==> src/rct_pkg.sv <==
`default_nettype none

package rct_pkg;

  // parser phases
  typedef enum logic [2:0] {
    PH_IDLE    = 3'd0,
    PH_LEAD    = 3'd1,
    PH_NUM     = 3'd2,
    PH_PAYLOAD = 3'd3,
    PH_TRAILER = 3'd4
  } phase_t;

  // result kinds
  typedef enum logic [1:0] {
    KIND_ARRAY = 2'd0,
    KIND_BYTE  = 2'd1,
    KIND_EMPTY = 2'd2,
    KIND_ERROR = 2'd3
  } kind_t;

  // one result word
  typedef struct packed {
    kind_t       kind;
    logic [31:0] value;
    logic        neg;
    logic        last;
  } token_t;

  // configuration register indexes
  localparam logic CFG_LOWERCASE = 1'b0;
  localparam logic CFG_MAX_LEN   = 1'b1;

  // protocol characters
  localparam logic [7:0] CHAR_STAR   = 8'h2A;
  localparam logic [7:0] CHAR_DOLLAR = 8'h24;
  localparam logic [7:0] CHAR_CR     = 8'h0D;
  localparam logic [7:0] CHAR_LF     = 8'h0A;
  localparam logic [7:0] CHAR_MINUS  = 8'h2D;
  localparam logic [7:0] CHAR_PLUS   = 8'h2B;
  localparam logic [7:0] CHAR_SPACE  = 8'h20;
  localparam logic [7:0] CHAR_TAB    = 8'h09;
  localparam logic [7:0] CHAR_ZERO   = 8'h30;
  localparam logic [7:0] CHAR_NINE   = 8'h39;
  localparam logic [7:0] CHAR_UPPER_A = 8'h41;
  localparam logic [7:0] CHAR_UPPER_Z = 8'h5A;
  localparam logic [7:0] CASE_BIT    = 8'h20;

  // bytes skipped after a bulk payload
  localparam logic [1:0] TRAILER_BYTES = 2'd2;

endpackage

`default_nettype wire

==> src/rct_in_stage.sv <==
`default_nettype none

module rct_in_stage (
  input  wire logic       clk,
  input  wire logic       rst_n,
  input  wire logic       in_valid,
  output logic            in_stall,
  input  wire logic [7:0] in_byte,
  input  wire logic       advance,
  output logic            s1_valid,
  output logic [7:0]      s1_byte
);

  logic       valid_r, valid_nxt;
  logic [7:0] byte_r;
  logic       accept;

  // hold the word while it waits for the parser
  assign in_stall = valid_r && !advance;
  assign accept   = in_valid && !in_stall;

  always_comb begin
    valid_nxt = valid_r;
    if (accept) begin
      valid_nxt = 1'b1;
    end else if (advance) begin
      valid_nxt = 1'b0;
    end
  end

  always_ff @(posedge clk) begin
    if (!rst_n) begin
      valid_r <= 1'b0;
    end else begin
      valid_r <= valid_nxt;
    end
  end

  always_ff @(posedge clk) begin
    if (accept) begin
      byte_r <= in_byte;
    end
  end

  assign s1_valid = valid_r;
  assign s1_byte  = byte_r;

endmodule

`default_nettype wire

==> src/rct_parser.sv <==
`default_nettype none

module rct_parser #(
  parameter int LENGTH_BITS = 32
) (
  input  wire logic        clk,
  input  wire logic        rst_n,
  input  wire logic        cfg_wr,
  input  wire logic        cfg_index,
  input  wire logic [31:0] cfg_data,
  input  wire logic        step_en,
  input  wire logic [7:0]  byte_in,
  output logic             res_valid,
  output rct_pkg::token_t  res
);

  localparam int CW = (LENGTH_BITS > 32) ? LENGTH_BITS : 32;

  // configuration
  logic        lower_en_r;
  logic [31:0] max_len_r;

  always_ff @(posedge clk) begin
    if (!rst_n) begin
      lower_en_r <= 1'b1;
      max_len_r  <= '1;
    end else if (cfg_wr) begin
      unique case (cfg_index)
        rct_pkg::CFG_LOWERCASE: lower_en_r <= cfg_data[0];
        rct_pkg::CFG_MAX_LEN:   max_len_r  <= cfg_data;
        default: ;
      endcase
    end
  end

  // parser state
  rct_pkg::phase_t         phase_r, phase_nxt;
  logic                    is_array_r, is_array_nxt;
  logic [LENGTH_BITS-1:0]  acc_r, acc_nxt;
  logic                    sign_r, sign_nxt;
  logic                    ended_r, ended_nxt;
  logic                    prev_cr_r, prev_cr_nxt;
  logic [LENGTH_BITS-1:0]  rem_r, rem_nxt;
  logic [1:0]              tl_r, tl_nxt;

  // byte classes
  logic is_digit, is_ws, hdr_end;
  assign is_digit = (byte_in >= rct_pkg::CHAR_ZERO) && (byte_in <= rct_pkg::CHAR_NINE);
  assign is_ws    = (byte_in == rct_pkg::CHAR_SPACE) ||
                    ((byte_in >= rct_pkg::CHAR_TAB) && (byte_in <= rct_pkg::CHAR_CR));
  assign hdr_end  = (byte_in == rct_pkg::CHAR_LF) && prev_cr_r;

  // acc*10 + digit, saturating at all ones
  logic [LENGTH_BITS+3:0] acc_ext, acc_x10;
  logic [LENGTH_BITS-1:0] acc_digit;
  assign acc_ext   = {4'b0000, acc_r};
  assign acc_x10   = (acc_ext << 3) + (acc_ext << 1) + {{LENGTH_BITS{1'b0}}, byte_in[3:0]};
  assign acc_digit = (acc_x10[LENGTH_BITS+3:LENGTH_BITS] != 4'b0000) ? '1
                                                                     : acc_x10[LENGTH_BITS-1:0];

  // header length checks
  logic [CW-1:0] mag_w, max_w;
  logic          mag_zero, mag_neg, too_long;
  assign mag_w    = CW'(acc_r);
  assign max_w    = CW'(max_len_r);
  assign mag_zero = (acc_r == '0);
  assign mag_neg  = sign_r && !mag_zero;
  assign too_long = mag_w > max_w;

  logic [LENGTH_BITS-1:0] rem_dec;
  assign rem_dec = (rem_r != '0) ? rem_r - 1'b1 : rem_r;

  logic [1:0] tl_dec;
  assign tl_dec = (tl_r != 2'd0) ? tl_r - 2'd1 : tl_r;

  // next state
  always_comb begin
    phase_nxt    = phase_r;
    is_array_nxt = is_array_r;
    acc_nxt      = acc_r;
    sign_nxt     = sign_r;
    ended_nxt    = ended_r;
    prev_cr_nxt  = prev_cr_r;
    rem_nxt      = rem_r;
    tl_nxt       = tl_r;
    unique case (phase_r)
      rct_pkg::PH_LEAD, rct_pkg::PH_NUM: begin
        if (hdr_end) begin
          if (is_array_r || mag_neg || too_long) begin
            phase_nxt = rct_pkg::PH_IDLE;
          end else if (mag_zero) begin
            phase_nxt = rct_pkg::PH_TRAILER;
            tl_nxt    = rct_pkg::TRAILER_BYTES;
          end else begin
            phase_nxt = rct_pkg::PH_PAYLOAD;
            rem_nxt   = acc_r;
          end
        end else begin
          prev_cr_nxt = (byte_in == rct_pkg::CHAR_CR);
          if (phase_r == rct_pkg::PH_LEAD) begin
            if (!is_ws) begin
              phase_nxt = rct_pkg::PH_NUM;
              if (byte_in == rct_pkg::CHAR_MINUS) begin
                sign_nxt = 1'b1;
              end else if (byte_in == rct_pkg::CHAR_PLUS) begin
                sign_nxt = sign_r;
              end else if (is_digit) begin
                acc_nxt = acc_digit;
              end else begin
                ended_nxt = 1'b1;
              end
            end
          end else if (!ended_r && is_digit) begin
            acc_nxt = acc_digit;
          end else begin
            ended_nxt = 1'b1;
          end
        end
      end
      rct_pkg::PH_PAYLOAD: begin
        rem_nxt = rem_dec;
        if (rem_dec == '0) begin
          phase_nxt = rct_pkg::PH_TRAILER;
          tl_nxt    = rct_pkg::TRAILER_BYTES;
        end
      end
      rct_pkg::PH_TRAILER: begin
        tl_nxt = tl_dec;
        if (tl_dec == 2'd0) begin
          phase_nxt = rct_pkg::PH_IDLE;
        end
      end
      default: begin
        phase_nxt = rct_pkg::PH_IDLE;
        if (byte_in == rct_pkg::CHAR_STAR || byte_in == rct_pkg::CHAR_DOLLAR) begin
          is_array_nxt = (byte_in == rct_pkg::CHAR_STAR);
          acc_nxt      = '0;
          sign_nxt     = 1'b0;
          ended_nxt    = 1'b0;
          prev_cr_nxt  = 1'b0;
          phase_nxt    = rct_pkg::PH_LEAD;
        end
      end
    endcase
  end

  // result word
  always_comb begin
    res_valid = 1'b0;
    res.kind  = rct_pkg::KIND_ERROR;
    res.value = '0;
    res.neg   = 1'b0;
    res.last  = 1'b0;
    unique case (phase_r)
      rct_pkg::PH_LEAD, rct_pkg::PH_NUM: begin
        if (hdr_end) begin
          res_valid = 1'b1;
          if (is_array_r) begin
            res.kind  = rct_pkg::KIND_ARRAY;
            res.value = (mag_w > CW'(32'hFFFF_FFFF)) ? 32'hFFFF_FFFF : mag_w[31:0];
            res.neg   = mag_neg;
          end else if (mag_neg || too_long) begin
            res.kind = rct_pkg::KIND_ERROR;
          end else if (mag_zero) begin
            res.kind = rct_pkg::KIND_EMPTY;
          end else begin
            res_valid = 1'b0;
          end
        end
      end
      rct_pkg::PH_PAYLOAD: begin
        res_valid = 1'b1;
        res.kind  = rct_pkg::KIND_BYTE;
        res.value = {24'h0, byte_in};
        if (lower_en_r && byte_in >= rct_pkg::CHAR_UPPER_A &&
            byte_in <= rct_pkg::CHAR_UPPER_Z) begin
          res.value = {24'h0, byte_in | rct_pkg::CASE_BIT};
        end
        res.last = (rem_dec == '0);
      end
      rct_pkg::PH_TRAILER: begin
        res_valid = 1'b0;
      end
      default: begin
        res_valid = !(byte_in == rct_pkg::CHAR_STAR || byte_in == rct_pkg::CHAR_DOLLAR);
      end
    endcase
  end

  always_ff @(posedge clk) begin
    if (!rst_n) begin
      phase_r    <= rct_pkg::PH_IDLE;
      is_array_r <= 1'b0;
      acc_r      <= '0;
      sign_r     <= 1'b0;
      ended_r    <= 1'b0;
      prev_cr_r  <= 1'b0;
      rem_r      <= '0;
      tl_r       <= 2'd0;
    end else if (step_en) begin
      phase_r    <= phase_nxt;
      is_array_r <= is_array_nxt;
      acc_r      <= acc_nxt;
      sign_r     <= sign_nxt;
      ended_r    <= ended_nxt;
      prev_cr_r  <= prev_cr_nxt;
      rem_r      <= rem_nxt;
      tl_r       <= tl_nxt;
    end
  end

  // payload phase always has bytes left to deliver
  a_payload_nonzero: assert property (@(posedge clk) disable iff (!rst_n)
    phase_r == rct_pkg::PH_PAYLOAD |-> rem_r != '0)
    else $error("payload phase with zero bytes remaining");

  // trailer phase always has a byte left to skip
  a_trailer_nonzero: assert property (@(posedge clk) disable iff (!rst_n)
    phase_r == rct_pkg::PH_TRAILER |-> tl_r != 2'd0)
    else $error("trailer phase with nothing left to skip");

  // the last payload byte moves the parser into the trailer
  a_last_to_trailer: assert property (@(posedge clk) disable iff (!rst_n)
    step_en && res_valid && res.kind == rct_pkg::KIND_BYTE && res.last
    |=> phase_r == rct_pkg::PH_TRAILER)
    else $error("last payload byte did not enter trailer");

endmodule

`default_nettype wire

==> src/rct_out_stage.sv <==
`default_nettype none

module rct_out_stage (
  input  wire logic             clk,
  input  wire logic             rst_n,
  input  wire logic             step_en,
  input  wire logic             res_valid,
  input  rct_pkg::token_t       res,
  output logic                  out_free,
  output logic                  out_valid,
  input  wire logic             out_stall,
  output rct_pkg::token_t       out_token
);

  logic            valid_r, valid_nxt;
  rct_pkg::token_t token_r;
  logic            load;

  // register is free when empty or being drained this cycle
  assign out_free = !valid_r || !out_stall;
  assign load     = step_en && res_valid;

  always_comb begin
    valid_nxt = valid_r;
    if (out_free) begin
      valid_nxt = load;
    end
  end

  always_ff @(posedge clk) begin
    if (!rst_n) begin
      valid_r <= 1'b0;
    end else begin
      valid_r <= valid_nxt;
    end
  end

  always_ff @(posedge clk) begin
    if (load) begin
      token_r <= res;
    end
  end

  assign out_valid = valid_r;
  assign out_token = token_r;

endmodule

`default_nettype wire

==> src/resp_command_tokenizer_top.sv <==
// Byte-serial tokenizer for request headers and bulk strings.
// Input channel: in_valid / in_stall with one stream byte per word on in_byte_in.
// Output channel: out_valid / out_stall with one token per word: kind, value,
// count sign and last-byte mark. Header bytes, trailer bytes and the type byte
// of a good header give no token; a header end gives at most one.
// Config channel: cfg_valid / cfg_ready (always ready), cfg_index selects
// lowercase enable (0) or maximum bulk length (1), cfg_data is the value.
// Write config only while no bytes are in flight.
// Each accepted byte waits in the input register; the parser decodes it and
// loads any token it gives into the output register once that register is free.
// Throughput: one byte per clock while the output is not stalled; the parser
// state update is combinational (one add of acc*10 plus a compare) so bytes
// stream back to back.
// A stalled output holds its word; the stall reaches in_stall in the same
// cycle once the input register is full.
// Reset (rst_n low, synchronous) empties both registers, returns the parser
// to waiting for a type byte, sets lowercase on and the maximum length to all
// ones.
`default_nettype none

module resp_command_tokenizer_top #(
  parameter int LENGTH_BITS = 32
) (
  input  wire logic        clk,
  input  wire logic        rst_n,
  input  wire logic        in_valid,
  output logic             in_stall,
  input  wire logic [7:0]  in_byte_in,
  output logic             out_valid,
  input  wire logic        out_stall,
  output logic [1:0]       out_token_kind,
  output logic [31:0]      out_token_value,
  output logic             out_count_negative,
  output logic             out_last_byte,
  input  wire logic        cfg_valid,
  output logic             cfg_ready,
  input  wire logic        cfg_index,
  input  wire logic [31:0] cfg_data
);

  logic            s1_valid;
  logic [7:0]      s1_byte;
  logic            out_free;
  logic            step_en;
  logic            res_valid;
  rct_pkg::token_t res;
  rct_pkg::token_t out_token;

  assign cfg_ready = 1'b1;
  assign step_en   = s1_valid && out_free;

  rct_in_stage u_in (
    .clk      (clk),
    .rst_n    (rst_n),
    .in_valid (in_valid),
    .in_stall (in_stall),
    .in_byte  (in_byte_in),
    .advance  (step_en),
    .s1_valid (s1_valid),
    .s1_byte  (s1_byte)
  );

  rct_parser #(
    .LENGTH_BITS (LENGTH_BITS)
  ) u_parser (
    .clk       (clk),
    .rst_n     (rst_n),
    .cfg_wr    (cfg_valid && cfg_ready),
    .cfg_index (cfg_index),
    .cfg_data  (cfg_data),
    .step_en   (step_en),
    .byte_in   (s1_byte),
    .res_valid (res_valid),
    .res       (res)
  );

  rct_out_stage u_out (
    .clk       (clk),
    .rst_n     (rst_n),
    .step_en   (step_en),
    .res_valid (res_valid),
    .res       (res),
    .out_free  (out_free),
    .out_valid (out_valid),
    .out_stall (out_stall),
    .out_token (out_token)
  );

  assign out_token_kind     = out_token.kind;
  assign out_token_value    = out_token.value;
  assign out_count_negative = out_token.neg;
  assign out_last_byte      = out_token.last;

endmodule

`default_nettype wire

==> config.mk <==
export PLATFORM = sky130hd
export DESIGN_NAME = resp_command_tokenizer_top
export DESIGN_NICKNAME = d
export VERILOG_FILES = /design/src/rct_pkg.sv /design/src/rct_in_stage.sv /design/src/rct_parser.sv /design/src/rct_out_stage.sv /design/src/resp_command_tokenizer_top.sv
export SDC_FILE = /design/constraint.sdc
export NUM_CORES = 1
export LEC_CHECK = 0
export ABC_AREA = 0
export ABC_CLOCK_PERIOD_IN_PS = 5910
export BUFFER_PORTS_ARGS = -buffer_cell sky130_fd_sc_hd__buf_4
export CORE_ASPECT_RATIO = 0.9
export CORE_MARGIN = 4
export CORE_UTILIZATION = 55
export CTS_CLUSTER_SIZE = 20
export DETAILED_ROUTE_END_ITERATION = 10
export PLACE_DENSITY = 0.76
export REMOVE_ABC_BUFFERS = 1
export SLEW_MARGIN = 15
export SYNTH_ARGS = -nofsm -noshare
export SYNTH_HDL_FRONTEND = slang
export SYNTH_SLANG_ARGS = --single-unit
==> constraint.sdc <==
create_clock -name clk -period 5.91 [get_ports clk]
set_clock_uncertainty 0.1 [all_clocks]
set_input_delay 0.8865 -clock clk [delete_from_list [all_inputs] [get_ports clk]]
set_output_delay 0.8865 -clock clk [all_outputs]
set_load 0.05 [all_outputs]
==> impl_metrics.py, run 1 <==
metrics = {
    "logic_synthesis": {
        "synth_ff_type": "dfxtp_1",
        "ys_seq_area_frac": 0.338,
        "ys_async_sr_fraction": 0,
        "yosys_warnings": 0,
        "synth_edf_count": 44,
        "syn_area_mm2": 0.0103,
        "syn_avg_cell_area_um2": 8.12,
        "syn_inst": 1268,
        "synth_cell_type_count": 76,
        "synth_seq_cells": 152,
    },
    "cells_and_area": {
        "area_growth_pct": 13.0,
        "utilization": 0.632,
        "final_cell_mix": "nand2_1 (151), o21ai_0 (109), dfxtp_1 (108)",
        "drive_above_1_share": 0.114,
        "multi_input_area_mm2": 0.00631,
        "antenna_cells": 0,
        "final_cell_area_mm2": 0.0116,
        "area.sequential_mm2": 0.00348,
        "fillers": 1652,
        "final_nets": 1457,
        "final_common_cell": "nand2_1",
    },
    "grt": {
        "grt-ovfl-total": 0,
        "grt_start_max_net_pins": 65,
        "grt_first_pass_wirelength_mm": 46.3,
        "grt_util_all_layers": 0.272,
        "antenna_found_initial": 0,
        "first_global_vias": 8984,
    },
    "clock_tree": {
        "cts_tree": "yes",
        "numCtsBuffers": 17,
        "clockBufferDepth": 2,
        "clk_pin_slew_ns": 0.06,
        "cts-root-buf": "clkbuf_16",
        "clkSinkCount": 152,
        "clock_latency_ns": 0.43,
        "postCtsSetupRepairBufs": 0,
        "cts_max_level": 4,
        "ctsHoldBuffers": 0,
        "cts-resized-gates": 0,
    },
    "route": {
        "dr_wl_met2_mm": 13.2,
        "routed.top_layer": "met4",
        "via_per_inst": 6.24,
        "wl_met1_mm": 13.3,
        "drt_wl_total_mm": 29.3,
        "dr_wl_met3_mm": 2.20,
        "ant_nets": 0,
        "wl_per_cell_um": 18.7,
        "drc": 0,
        "drt-initial-drc-count": 836,
        "dr_total_vias": 9790,
        "drt_pass1_iterations": 5,
    },
    "outcome": {
        "status": "finished clean",
    },
    "power_and_ir_drop": {
        "irDropWorstVdd_mv": 0.188,
        "finalPower_uw": 2480,
        "p_seq_frac": 0.456,
        "power_switching_uw": 646,
        "p_clk_frac": 0.433,
        "sw_frac_of_total": 0.260,
        "leakagePower_uw": 0.00521,
        "comb_power_share": 0.111,
        "internal_power_uw": 1830,
        "p_per_area_mw_per_mm2": 213,
    },
    "timing": {
        "slew-limit-headroom": 0.260,
        "maxSlewViolCount": 0,
        "rsz0062_at_grt": "no",
        "max_freq_mhz": 216,
        "fin_crit_ns": 4.63,
        "final_hold_viol_count": 0,
        "setup_viol": 0,
        "fin_crit_sh": 0.784,
        "whs_ns": 0.373,
        "finalSetupTns_ns": 0,
        "worst_pin_slew_ns": 1.11,
    },
    "critical_path": {
        "cp.required_ns": 6.08,
        "end_kind": "flip-flop",
        "start_kind": "flip-flop",
        "cp_max_fo": 19,
        "crit_arrival_ns": 4.80,
        "crit_type": "flip-flop to flip-flop",
    },
    "run": {
        "cap_viol_max_count": 0,
    },
    "place": {
        "portBuffers": 83,
        "hpwl_mm": 21.1,
        "placed_area_mm2": 0.0111,
        "gp_congestion": 0.984,
    },
    "hold_path": {
        "hold_class": "flip-flop to flip-flop",
    },
    "die": {
        "chipWidth_um": 152,
        "num_io_pins": 85,
        "die_h_um": 138,
        "dieArea_mm2": 0.0210,
        "rows": 47,
        "start_util": 0.559,
        "core_area_mm2": 0.0184,
    },
}
## cell usage after synthesis (all sizes together) (3+ instances only)
master / count / area [µm²]
ha: 97 / 1210
a31oi: 11 / 68.8
a21oi: 98 / 490
nand3: 32 / 160
or3: 14 / 92.6
a22o: 5 / 43.8
a211oi: 11 / 82.6
nor4: 29 / 196
a21o: 23 / 173
dfxtp: 108 / 2160
mux2i: 5 / 50.1
o31ai: 6 / 45.0
o311ai: 5 / 43.8
and3: 7 / 43.8
xor2: 14 / 123
or4: 6 / 48.8
a21boi: 4 / 33.8
nand2: 151 / 567
a2111oi: 4 / 41.3
o21bai: 7 / 52.6
o2111ai: 3 / 26.3
o22ai: 6 / 37.5
nor3: 32 / 165
o211ai: 38 / 285
clkbuf: 69 / 259
o32ai: 14 / 123
o21ai: 109 / 546
and2: 30 / 188
nand2b: 8 / 50.1
nor4bb: 3 / 30.0
inv: 61 / 229
nand4: 27 / 169
o21a: 9 / 67.6
and4: 4 / 35.0
nor2: 95 / 359
buf: 3 / 17.5
nor3b: 3 / 22.5
nor2b: 11 / 68.8
nor4b: 3 / 32.5
edfxtp: 44 / 1320
xnor2: 21 / 184
or2: 9 / 56.3
## stage by stage
step | setup slack, ns | cells
final | 1.28 | 1570
after detailed placement | 1.35 | 1538
after global routing | 0.975 | 1570
after global placement | 1.41 | 1538
after CTS | 1.31 | 1570
after floorplan | 1.80 | 1196
## power by group through the flow
stage / Sequential (µW) / Combinational (µW) / Clock (µW)
floorplan: 1200 / 123 / 0
global placement: 1150 / 270 / 0
detailed placement: 1150 / 273 / 0
CTS: 1130 / 275 / 1090
global route: 1130 / 298 / 1130
finish: 1130 / 276 / 1070
## critical path: stages, from the launching register on
cell	delay, ns
edfxtp_1	0.56
fa_1	0.59
fa_1	0.48
a21oi_1	0.25
nor2_1	0.07
o31ai_1	0.32
a21boi_0	0.20
or2_2	0.34
a32o_1	0.26
mux2i_1	0.11
or3_1	0.59
buf_4	0.32
nor3_1	0.18
o21ai_0	0.09
## path summary, 6_finish.rpt
path	from	end	slack, ns	depth (start not counted)
worst min register to register	u_parser.ended_r$_SDFFE_PN0P_	u_parser.ended_r$_SDFFE_PN0P_	0.37	2
worst max register to register	u_in.s1_byte[3]$_DFFE_PP_	u_parser.acc_r[29]$_SDFFE_PN0P_	1.28	13
worst min-delay path	u_parser.ended_r$_SDFFE_PN0P_	u_parser.ended_r$_SDFFE_PN0P_	0.37	2
worst max-delay path	u_in.s1_byte[3]$_DFFE_PP_	u_parser.acc_r[29]$_SDFFE_PN0P_	1.28	13
## per-layer routing
metal  vias up  track usage
li1       4733            -
met1      4615        0.380
met2       384        0.431
met3        58       0.0515
met4         0       0.0834
met5         -            0
## cells by family (layout without fill, tap and decap cells)
group / after synthesis / after routing / synth area share
flip-flops: 152 / 152 / 0.338
multiplexers: 6 / 6 / 0.00596
adder cells (fa/ha/maj): 99 / 99 / 0.122
AND/OR/NAND/NOR: 469 / 469 / 0.227
XOR/XNOR: 35 / 35 / 0.0298
AO/OA/AOI/OAI: 372 / 372 / 0.227
buffers and inverters: 134 / 191 / 0.0495
other: 1 / 1 / 0.000364
## registers in the layout (all words and copies together) (netlist names), 2 cells and up
name and count:
u_parser.acc_r 32, u_in.s1_byte 8, u_out.out_token 36, u_parser.tl_r 2, u_parser.rem_r 32, u_parser.phase_r 3
u_parser.max_len_r 32
## final cells by class
type / instances / share of cell area
multi-input combinational: 982 / 0.542
sequential: 152 / 0.299
timing repair buffer: 97 / 0.0626
clock buffer: 20 / 0.0384
tap: 245 / 0.0263
inverter: 62 / 0.0200
clock inverter: 12 / 0.0109
(Power assumes the default switching activity.)
==> run 2, diff against run 1 <==
--- a/config.mk
+++ b/config.mk
@@ -6,14 +6,14 @@
 export NUM_CORES = 1
 export LEC_CHECK = 0
 export ABC_AREA = 0
-export ABC_CLOCK_PERIOD_IN_PS = 5910
+export ABC_CLOCK_PERIOD_IN_PS = 4250
 export BUFFER_PORTS_ARGS = -buffer_cell sky130_fd_sc_hd__buf_4
 export CORE_ASPECT_RATIO = 0.9
 export CORE_MARGIN = 4
 export CORE_UTILIZATION = 55
 export CTS_CLUSTER_SIZE = 20
 export DETAILED_ROUTE_END_ITERATION = 10
-export PLACE_DENSITY = 0.76
+export PLACE_DENSITY = 0.79
 export REMOVE_ABC_BUFFERS = 1
 export SLEW_MARGIN = 15
 export SYNTH_ARGS = -nofsm -noshare
==> constraint.sdc (replaced) <==
create_clock -name clk -period 4.25 [get_ports clk]
set_clock_uncertainty 0.1 [all_clocks]
set_input_delay 0.6375 -clock clk [delete_from_list [all_inputs] [get_ports clk]]
set_output_delay 0.6375 -clock clk [all_outputs]
set_load 0.05 [all_outputs]
==> impl_metrics.py, run 2 (synthesis results as in run 1) <==
metrics = {
    "critical_path": {
        "crit_type": "flip-flop to flip-flop",
        "cp.required_ns": 4.46,
        "critPathMaxStageDelay_ns": 0.62,
        "crit_arrival_ns": 4.24,
        "path_delay_family": "compound AO/OA/AOI/OAI gates",
        "start_kind": "flip-flop",
        "reg2reg_slack_ns": 0.22,
        "cp_cell_sequence": "ha_1 > ha_1 > and3_1 > o21ai_0 > a211oi_1 > nor3_1 > o31ai_1 > a41oi_1 > xnor2_1 > or3_1 > buf_4 > nor3_1 > o21ai_0",
        "cp_max_fo": 15,
        "crit_buf_inv": 1,
        "end_kind": "flip-flop",
        "critical-path-slowest-cell": "dfxtp_1",
    },
    "grt": {
        "grt_start_max_net_pins": 65,
        "grt_first_pass_wirelength_mm": 47.5,
        "grt-ovfl-total": 0,
        "first_global_vias": 9283,
        "grt_util_all_layers": 0.276,
        "antenna_found_initial": 0,
    },
    "die": {
        "start_util": 0.559,
        "die_h_um": 138,
        "chipWidth_um": 152,
        "rows": 47,
        "num_io_pins": 85,
        "dieArea_mm2": 0.0210,
        "core_area_mm2": 0.0184,
    },
    "clock_tree": {
        "ctsHoldBuffers": 0,
        "clockBufferDepth": 2,
        "clk_pin_slew_ns": 0.07,
        "cts-root-buf": "clkbuf_16",
        "cts_tree": "yes",
        "cts_max_level": 4,
        "postCtsSetupRepairBufs": 0,
        "clkSinkCount": 152,
        "clock_latency_ns": 0.43,
        "numCtsBuffers": 17,
    },
    "timing": {
        "rsz0062_at_grt": "no",
        "slew-limit-headroom": 0.233,
        "postLayoutSetupSlackWorst_ns": 0.217,
        "worst_pin_slew_ns": 1.15,
        "max_freq_mhz": 248,
        "setup_viol": 0,
        "fin_crit_sh": 0.949,
        "maxSlewViolCount": 0,
        "finalSetupTns_ns": 0,
        "fin_crit_ns": 4.03,
        "final_hold_viol_count": 0,
    },
    "route": {
        "ant_nets": 0,
        "drc": 0,
        "dr_total_vias": 9972,
        "via_per_inst": 6.23,
        "drt_wl_total_mm": 29.7,
        "wl_per_cell_um": 18.5,
        "drt_pass1_iterations": 5,
        "drt-initial-drc-count": 910,
    },
    "power_and_ir_drop": {
        "leakagePower_uw": 0.00537,
        "p_per_area_mw_per_mm2": 286,
        "finalPower_uw": 3390,
        "irDropWorstVdd_mv": 0.247,
    },
    "cells_and_area": {
        "drive_above_1_share": 0.137,
        "final_nets": 1488,
        "largest_register_ffs": 36,
        "antenna_cells": 0,
        "final_cell_mix": "nand2_1 (151), buf_4 (126), o21ai_0 (109)",
        "multi_input_area_mm2": 0.00631,
        "area_growth_pct": 15.4,
        "fillers": 1557,
        "final_common_cell": "nand2_1",
        "area.sequential_mm2": 0.00348,
    },
    "place": {
        "hpwl_mm": 21.6,
        "portBuffers": 83,
        "dp_slack_ns": 0.272,
        "gp_congestion": 0.952,
    },
    "outcome": {
        "status": "finished clean",
    },
    "hold_path": {
        "hold_class": "primary input to flip-flop",
    },
    "run": {
        "cap_viol_max_count": 0,
    },
}
## run 2: cell count changes in the layout (fill, tap and decap cells not counted), moves of 2 or more
| cell | previous run | this run |
|---|---|---|
| clkbuf_1 | 2 | 0 |
| buf_12 | 0 | 2 |
| inv_8 | 0 | 2 |
| buf_4 | 97 | 126 |
| bufinv_16 | 2 | 0 |
| clkinv_4 | 1 | 5 |
| clkinvlp_4 | 4 | 1 |
| inv_6 | 1 | 3 |
## run 2: final timing paths
| path | start | cells after the start | endpoint |
|---|---|---|---|
| worst max-delay path | u_parser.acc_r[4]$_SDFFE_PN0P_ | 13 | u_parser.acc_r[29]$_SDFFE_PN0P_ |
| worst min-delay path | in_byte_in[4] | 1 | u_in.s1_byte[4]$_DFFE_PP_ |
| worst max register to register | u_parser.acc_r[4]$_SDFFE_PN0P_ | 13 | u_parser.acc_r[29]$_SDFFE_PN0P_ |
| worst min register to register | u_parser.tl_r[1]$_SDFFE_PN0P_ | 2 | u_parser.tl_r[1]$_SDFFE_PN0P_ |
## run 2: layer usage
metal	track usage	part of all wire
met5	0	0
met4	0.0909	0.026
met3	0.0524	0.083
met2	0.448	0.45
met1	0.373	0.44
## run 2: report_power, final
part           switching, µW  total, µW  internal, µW
sequential              24.5       1570          1540
combinational            256        394           138
clock                    655       1430           778
total                    935       3390          2460
## run 2: area by class of cell
| cell class | count | share of cell area |
|---|---|---|
| flip-flops and latches | 152 | 0.293 |
| clock inverters | 14 | 0.00980 |
| clock buffers | 18 | 0.0370 |
| inverters | 62 | 0.0196 |
| well taps | 245 | 0.0258 |
| multi-input cells | 982 | 0.532 |
| repair buffers | 128 | 0.0830 |
## run 2: repair_timing
action | 4_1_cts | 5_1_grt
setup endpoints to repair | 0 | 1
hold endpoints to repair | 0 | 0
resized for setup | 0 | 1
## run 2: per-stage QoR
stage           util  hold slack (ns)  instance area (µm²)  std cells
2_1_floorplan      -            0.331                10000       1196
3_3_place_gp   0.615            0.359                11300       1569
3_5_place_dp   0.615            0.375                11300       1569
4_1_cts        0.645            0.274                11900       1601
5_1_grt        0.645            0.271                11900       1601
6_report       0.645            0.288                11900       1601
## run 2: worst reg2reg max path: stages (launching register included)
cell and delay [ns]:
dfxtp_1 0.62, ha_1 0.34, ha_1 0.37, and3_1 0.22, o21ai_0 0.14, a211oi_1 0.31, nor3_1 0.15, o31ai_1 0.43
a41oi_1 0.20, xnor2_1 0.16, or3_1 0.38, buf_4 0.21, nor3_1 0.20, o21ai_0 0.09
==> run 3, diff against run 2 <==
--- a/config.mk
+++ b/config.mk
@@ -18,4 +18,5 @@
 export SLEW_MARGIN = 15
 export SYNTH_ARGS = -nofsm -noshare
 export SYNTH_HDL_FRONTEND = slang
+export SYNTH_HIERARCHICAL = 1
 export SYNTH_SLANG_ARGS = --single-unit
==> impl_metrics.py, run 3 <==
metrics = {
    "die": {
        "die_h_um": 139,
        "core_area_mm2": 0.0185,
        "chipWidth_um": 153,
        "dieArea_mm2": 0.0213,
        "num_io_pins": 85,
        "start_util": 0.565,
        "rows": 47,
    },
    "clock_tree": {
        "numCtsBuffers": 17,
        "cts_tree": "yes",
        "clockBufferDepth": 2,
        "cts_max_level": 4,
        "clkSinkCount": 152,
        "cts-root-buf": "clkbuf_16",
        "clk_pin_slew_ns": 0.07,
        "clock_latency_ns": 0.42,
    },
    "critical_path": {
        "reg2reg_slack_ns": 0.31,
        "crit_type": "flip-flop to flip-flop",
        "reg2reg_from": "u_parser/acc_r[2]$_SDFFE_PN0P_",
        "cp_cell_sequence": "ha_1 > ha_1 > and2_1 > a221oi_1 > a21oi_1 > nor4_2 > o21ai_0 > a41oi_2 > mux2i_4 > buf_4 > nor4b_2 > o21ai_0",
        "rr_endpoint": "u_parser/acc_r[10]$_SDFFE_PN0P_",
        "reg2reg_depth": 12,
        "critPathMaxStageDelay_ns": 0.45,
        "cp.required_ns": 4.47,
        "critical-path-slowest-cell": "dfxtp_1",
        "cp_max_fo": 11,
        "end_kind": "flip-flop",
        "start_kind": "flip-flop",
        "crit_arrival_ns": 4.17,
    },
    "hold_path": {
        "hold_class": "primary input to flip-flop",
        "worstHoldStart": "in_byte_in[5]",
        "holdPathStages": 1,
        "min_to": "u_in/s1_byte[5]$_DFFE_PP_",
    },
    "logic_synthesis": {
        "ys_seq_area_frac": 0.333,
        "synth_edf_count": 44,
        "synth.most_common_cell": "nand2_1",
        "netlist_top_cells_count": "nand2_1 (154), dfxtp_1 (108), ha_1 (97), a21oi_1 (86), o21ai_0 (77)",
        "synth_seq_cells": 152,
        "syn_inst": 1241,
        "synth.area.top_cells": "dfxtp_1 (21%), edfxtp_1 (13%), ha_1 (12%)",
        "synth_area_leader_cell": "dfxtp_1",
        "syn_area_mm2": 0.0105,
        "synth_cell_type_count": 87,
        "yosys_warnings": 6,
        "yosys.area.top_type_share": 0.207,
        "syn_avg_cell_area_um2": 8.43,
        "synth_ff_type": "dfxtp_1",
        "ys_async_sr_fraction": 0,
    },
    "timing": {
        "worst_pin_slew_ns": 0.985,
        "maxSlewViolCount": 0,
        "rsz0062_at_grt": "no",
        "max_freq_mhz": 254,
        "fin_crit_sh": 0.928,
        "fin_crit_ns": 3.94,
        "finalSetupTns_ns": 0,
        "slew-limit-headroom": 0.343,
        "final_hold_viol_count": 0,
        "setup_viol": 0,
    },
    "route": {
        "drc": 0,
        "via_per_inst": 6.37,
        "ant_nets": 0,
        "drt-initial-drc-count": 1179,
        "drt_wl_total_mm": 31.2,
        "dr_total_vias": 10079,
        "wl_per_cell_um": 19.7,
        "drt_pass1_iterations": 5,
    },
    "cells_and_area": {
        "drive_above_1_share": 0.153,
        "utilization": 0.657,
        "largest_register_ffs": 36,
        "instances_no_fill": 1583,
        "final_common_cell": "nand2_1",
        "final_nets": 1469,
        "final_cell_mix": "nand2_1 (154), buf_4 (134), dfxtp_1 (107)",
        "area_growth_pct": 16.3,
    },
    "place": {
        "placed_cells": 1549,
        "gp_congestion": 0.982,
        "portBuffers": 83,
        "hpwl_mm": 22.5,
    },
    "power_and_ir_drop": {
        "leakagePower_uw": 0.00542,
        "p_per_area_mw_per_mm2": 288,
        "irDropWorstVdd_mv": 0.248,
    },
    "run": {
        "cap_viol_max_count": 0,
    },
    "outcome": {
        "status": "finished clean",
    },
    "grt": {
        "grt-ovfl-total": 0,
        "grt_util_all_layers": 0.281,
        "grt_first_pass_wirelength_mm": 49.3,
        "first_global_vias": 9196,
        "grt_start_max_net_pins": 65,
        "antenna_found_initial": 0,
    },
}
[run 3: changes by cell type in the layout (fill, tap and decap cells not counted), moves of 10 or more]
cell | before | now
a21oi_1 | 98 | 85
and2_1 | 27 | 9
and3_1 | 7 | 29
o32ai_1 | 14 | 4
nor2_1 | 93 | 57
o21ai_0 | 109 | 76
nand4_1 | 27 | 14
nor4b_1 | 2 | 31
a211oi_1 | 11 | 21
[run 3: per-layer routing]
metal,vias up,global-route usage,wire length [µm]
met3,47,0.0465,2740
met5,-,0,0
li1,4816,-,-
met4,0,0.0609,450
met1,4732,0.416,13800
met2,484,0.435,14200
[run 3: worst max path at each step]
stage | from | endpoint | slack, ns | depth (start not counted)
final | u_parser/acc_r[2]$_SDFFE_PN0P_ | u_parser/acc_r[10]$_SDFFE_PN0P_ | 0.31 | 12
after detailed placement | u_in/s1_byte[3]$_DFFE_PP_ | u_parser/acc_r[4]$_SDFFE_PN0P_ | 0.11 | 12
after CTS | u_in/s1_byte[3]$_DFFE_PP_ | u_parser/acc_r[10]$_SDFFE_PN0P_ | 0.08 | 12
after global placement | u_in/s1_byte[3]$_DFFE_PP_ | u_parser/acc_r[20]$_SDFFE_PN0P_ | 0.21 | 12
after global routing | u_in/s1_byte[3]$_DFFE_PP_ | u_parser/acc_r[10]$_SDFFE_PN0P_ | 0.04 | 12
after floorplan | u_in/s1_byte[2]$_DFFE_PP_ | u_parser/rem_r[23]$_SDFFE_PN0P_ | -0.66 | 7
[run 3: through the flow]
| step | area [µm²] | hold WS (ns) | total power, µW | setup slack, ns |
|---|---|---|---|---|
| 3_5_place_dp | 11500 | 0.366 | 1960 | 0.105 |
| 6_report | 12200 | 0.286 | 3500 | 0.305 |
| 2_1_floorplan | 10200 | 0.339 | 1820 | -0.661 |
| 4_1_cts | 12100 | 0.270 | 3520 | 0.0831 |
| 5_1_grt | 12200 | 0.272 | 3610 | 0.0369 |
| 3_3_place_gp | 11500 | 0.361 | 1960 | 0.209 |
[run 3: final cells by class]
type                    instances  area [µm²]
diodes                          1        2.50
clock buffers                  18         429
clock inverters                14         173
fillers                      1496        6350
inverters                      56         210
multi-input cells             961        6540
flip-flops and latches        152        3480
well taps                     245         307
repair buffers                136        1040
[run 3: kinds of logic (layout without fill, tap and decap cells)]
| group | after synthesis | after routing | synth area share |
|---|---|---|---|
| flip-flops | 152 | 152 | 0.333 |
| multiplexers | 6 | 6 | 0.00574 |
| AO/OA/AOI/OAI | 373 | 373 | 0.236 |
| AND/OR/NAND/NOR | 452 | 452 | 0.231 |
| other | 1 | 2 | 0.000358 |
| adder cells (fa/ha/maj) | 100 | 100 | 0.121 |
| buffers and inverters | 128 | 224 | 0.0486 |
| XOR/XNOR | 29 | 29 | 0.0243 |
[run 3: report_power, final]
group	switching, µW	total, µW	internal [µW]
Clock	636	1560	928
Combinational	245	373	128
Sequential	21.7	1560	1540
[run 3: critical path, delay by kind of cell (launching register included)]
kind                     cells  cell delay [ns]
buffers and inverters        1             0.24
AND/OR/NAND/NOR              3             0.65
adder cells (fa/ha/maj)      2             0.63
multiplexers                 1             0.40
AO/OA/AOI/OAI                5             1.38
flip-flops                   1             0.45
[run 3: what timing repair did]
action                     in CTS  in global routing
pin swaps                       1                  0
buffers inserted                1                  0
hold buffers                    0                  0
resized for setup               0                 10
setup endpoints to repair       1                 28
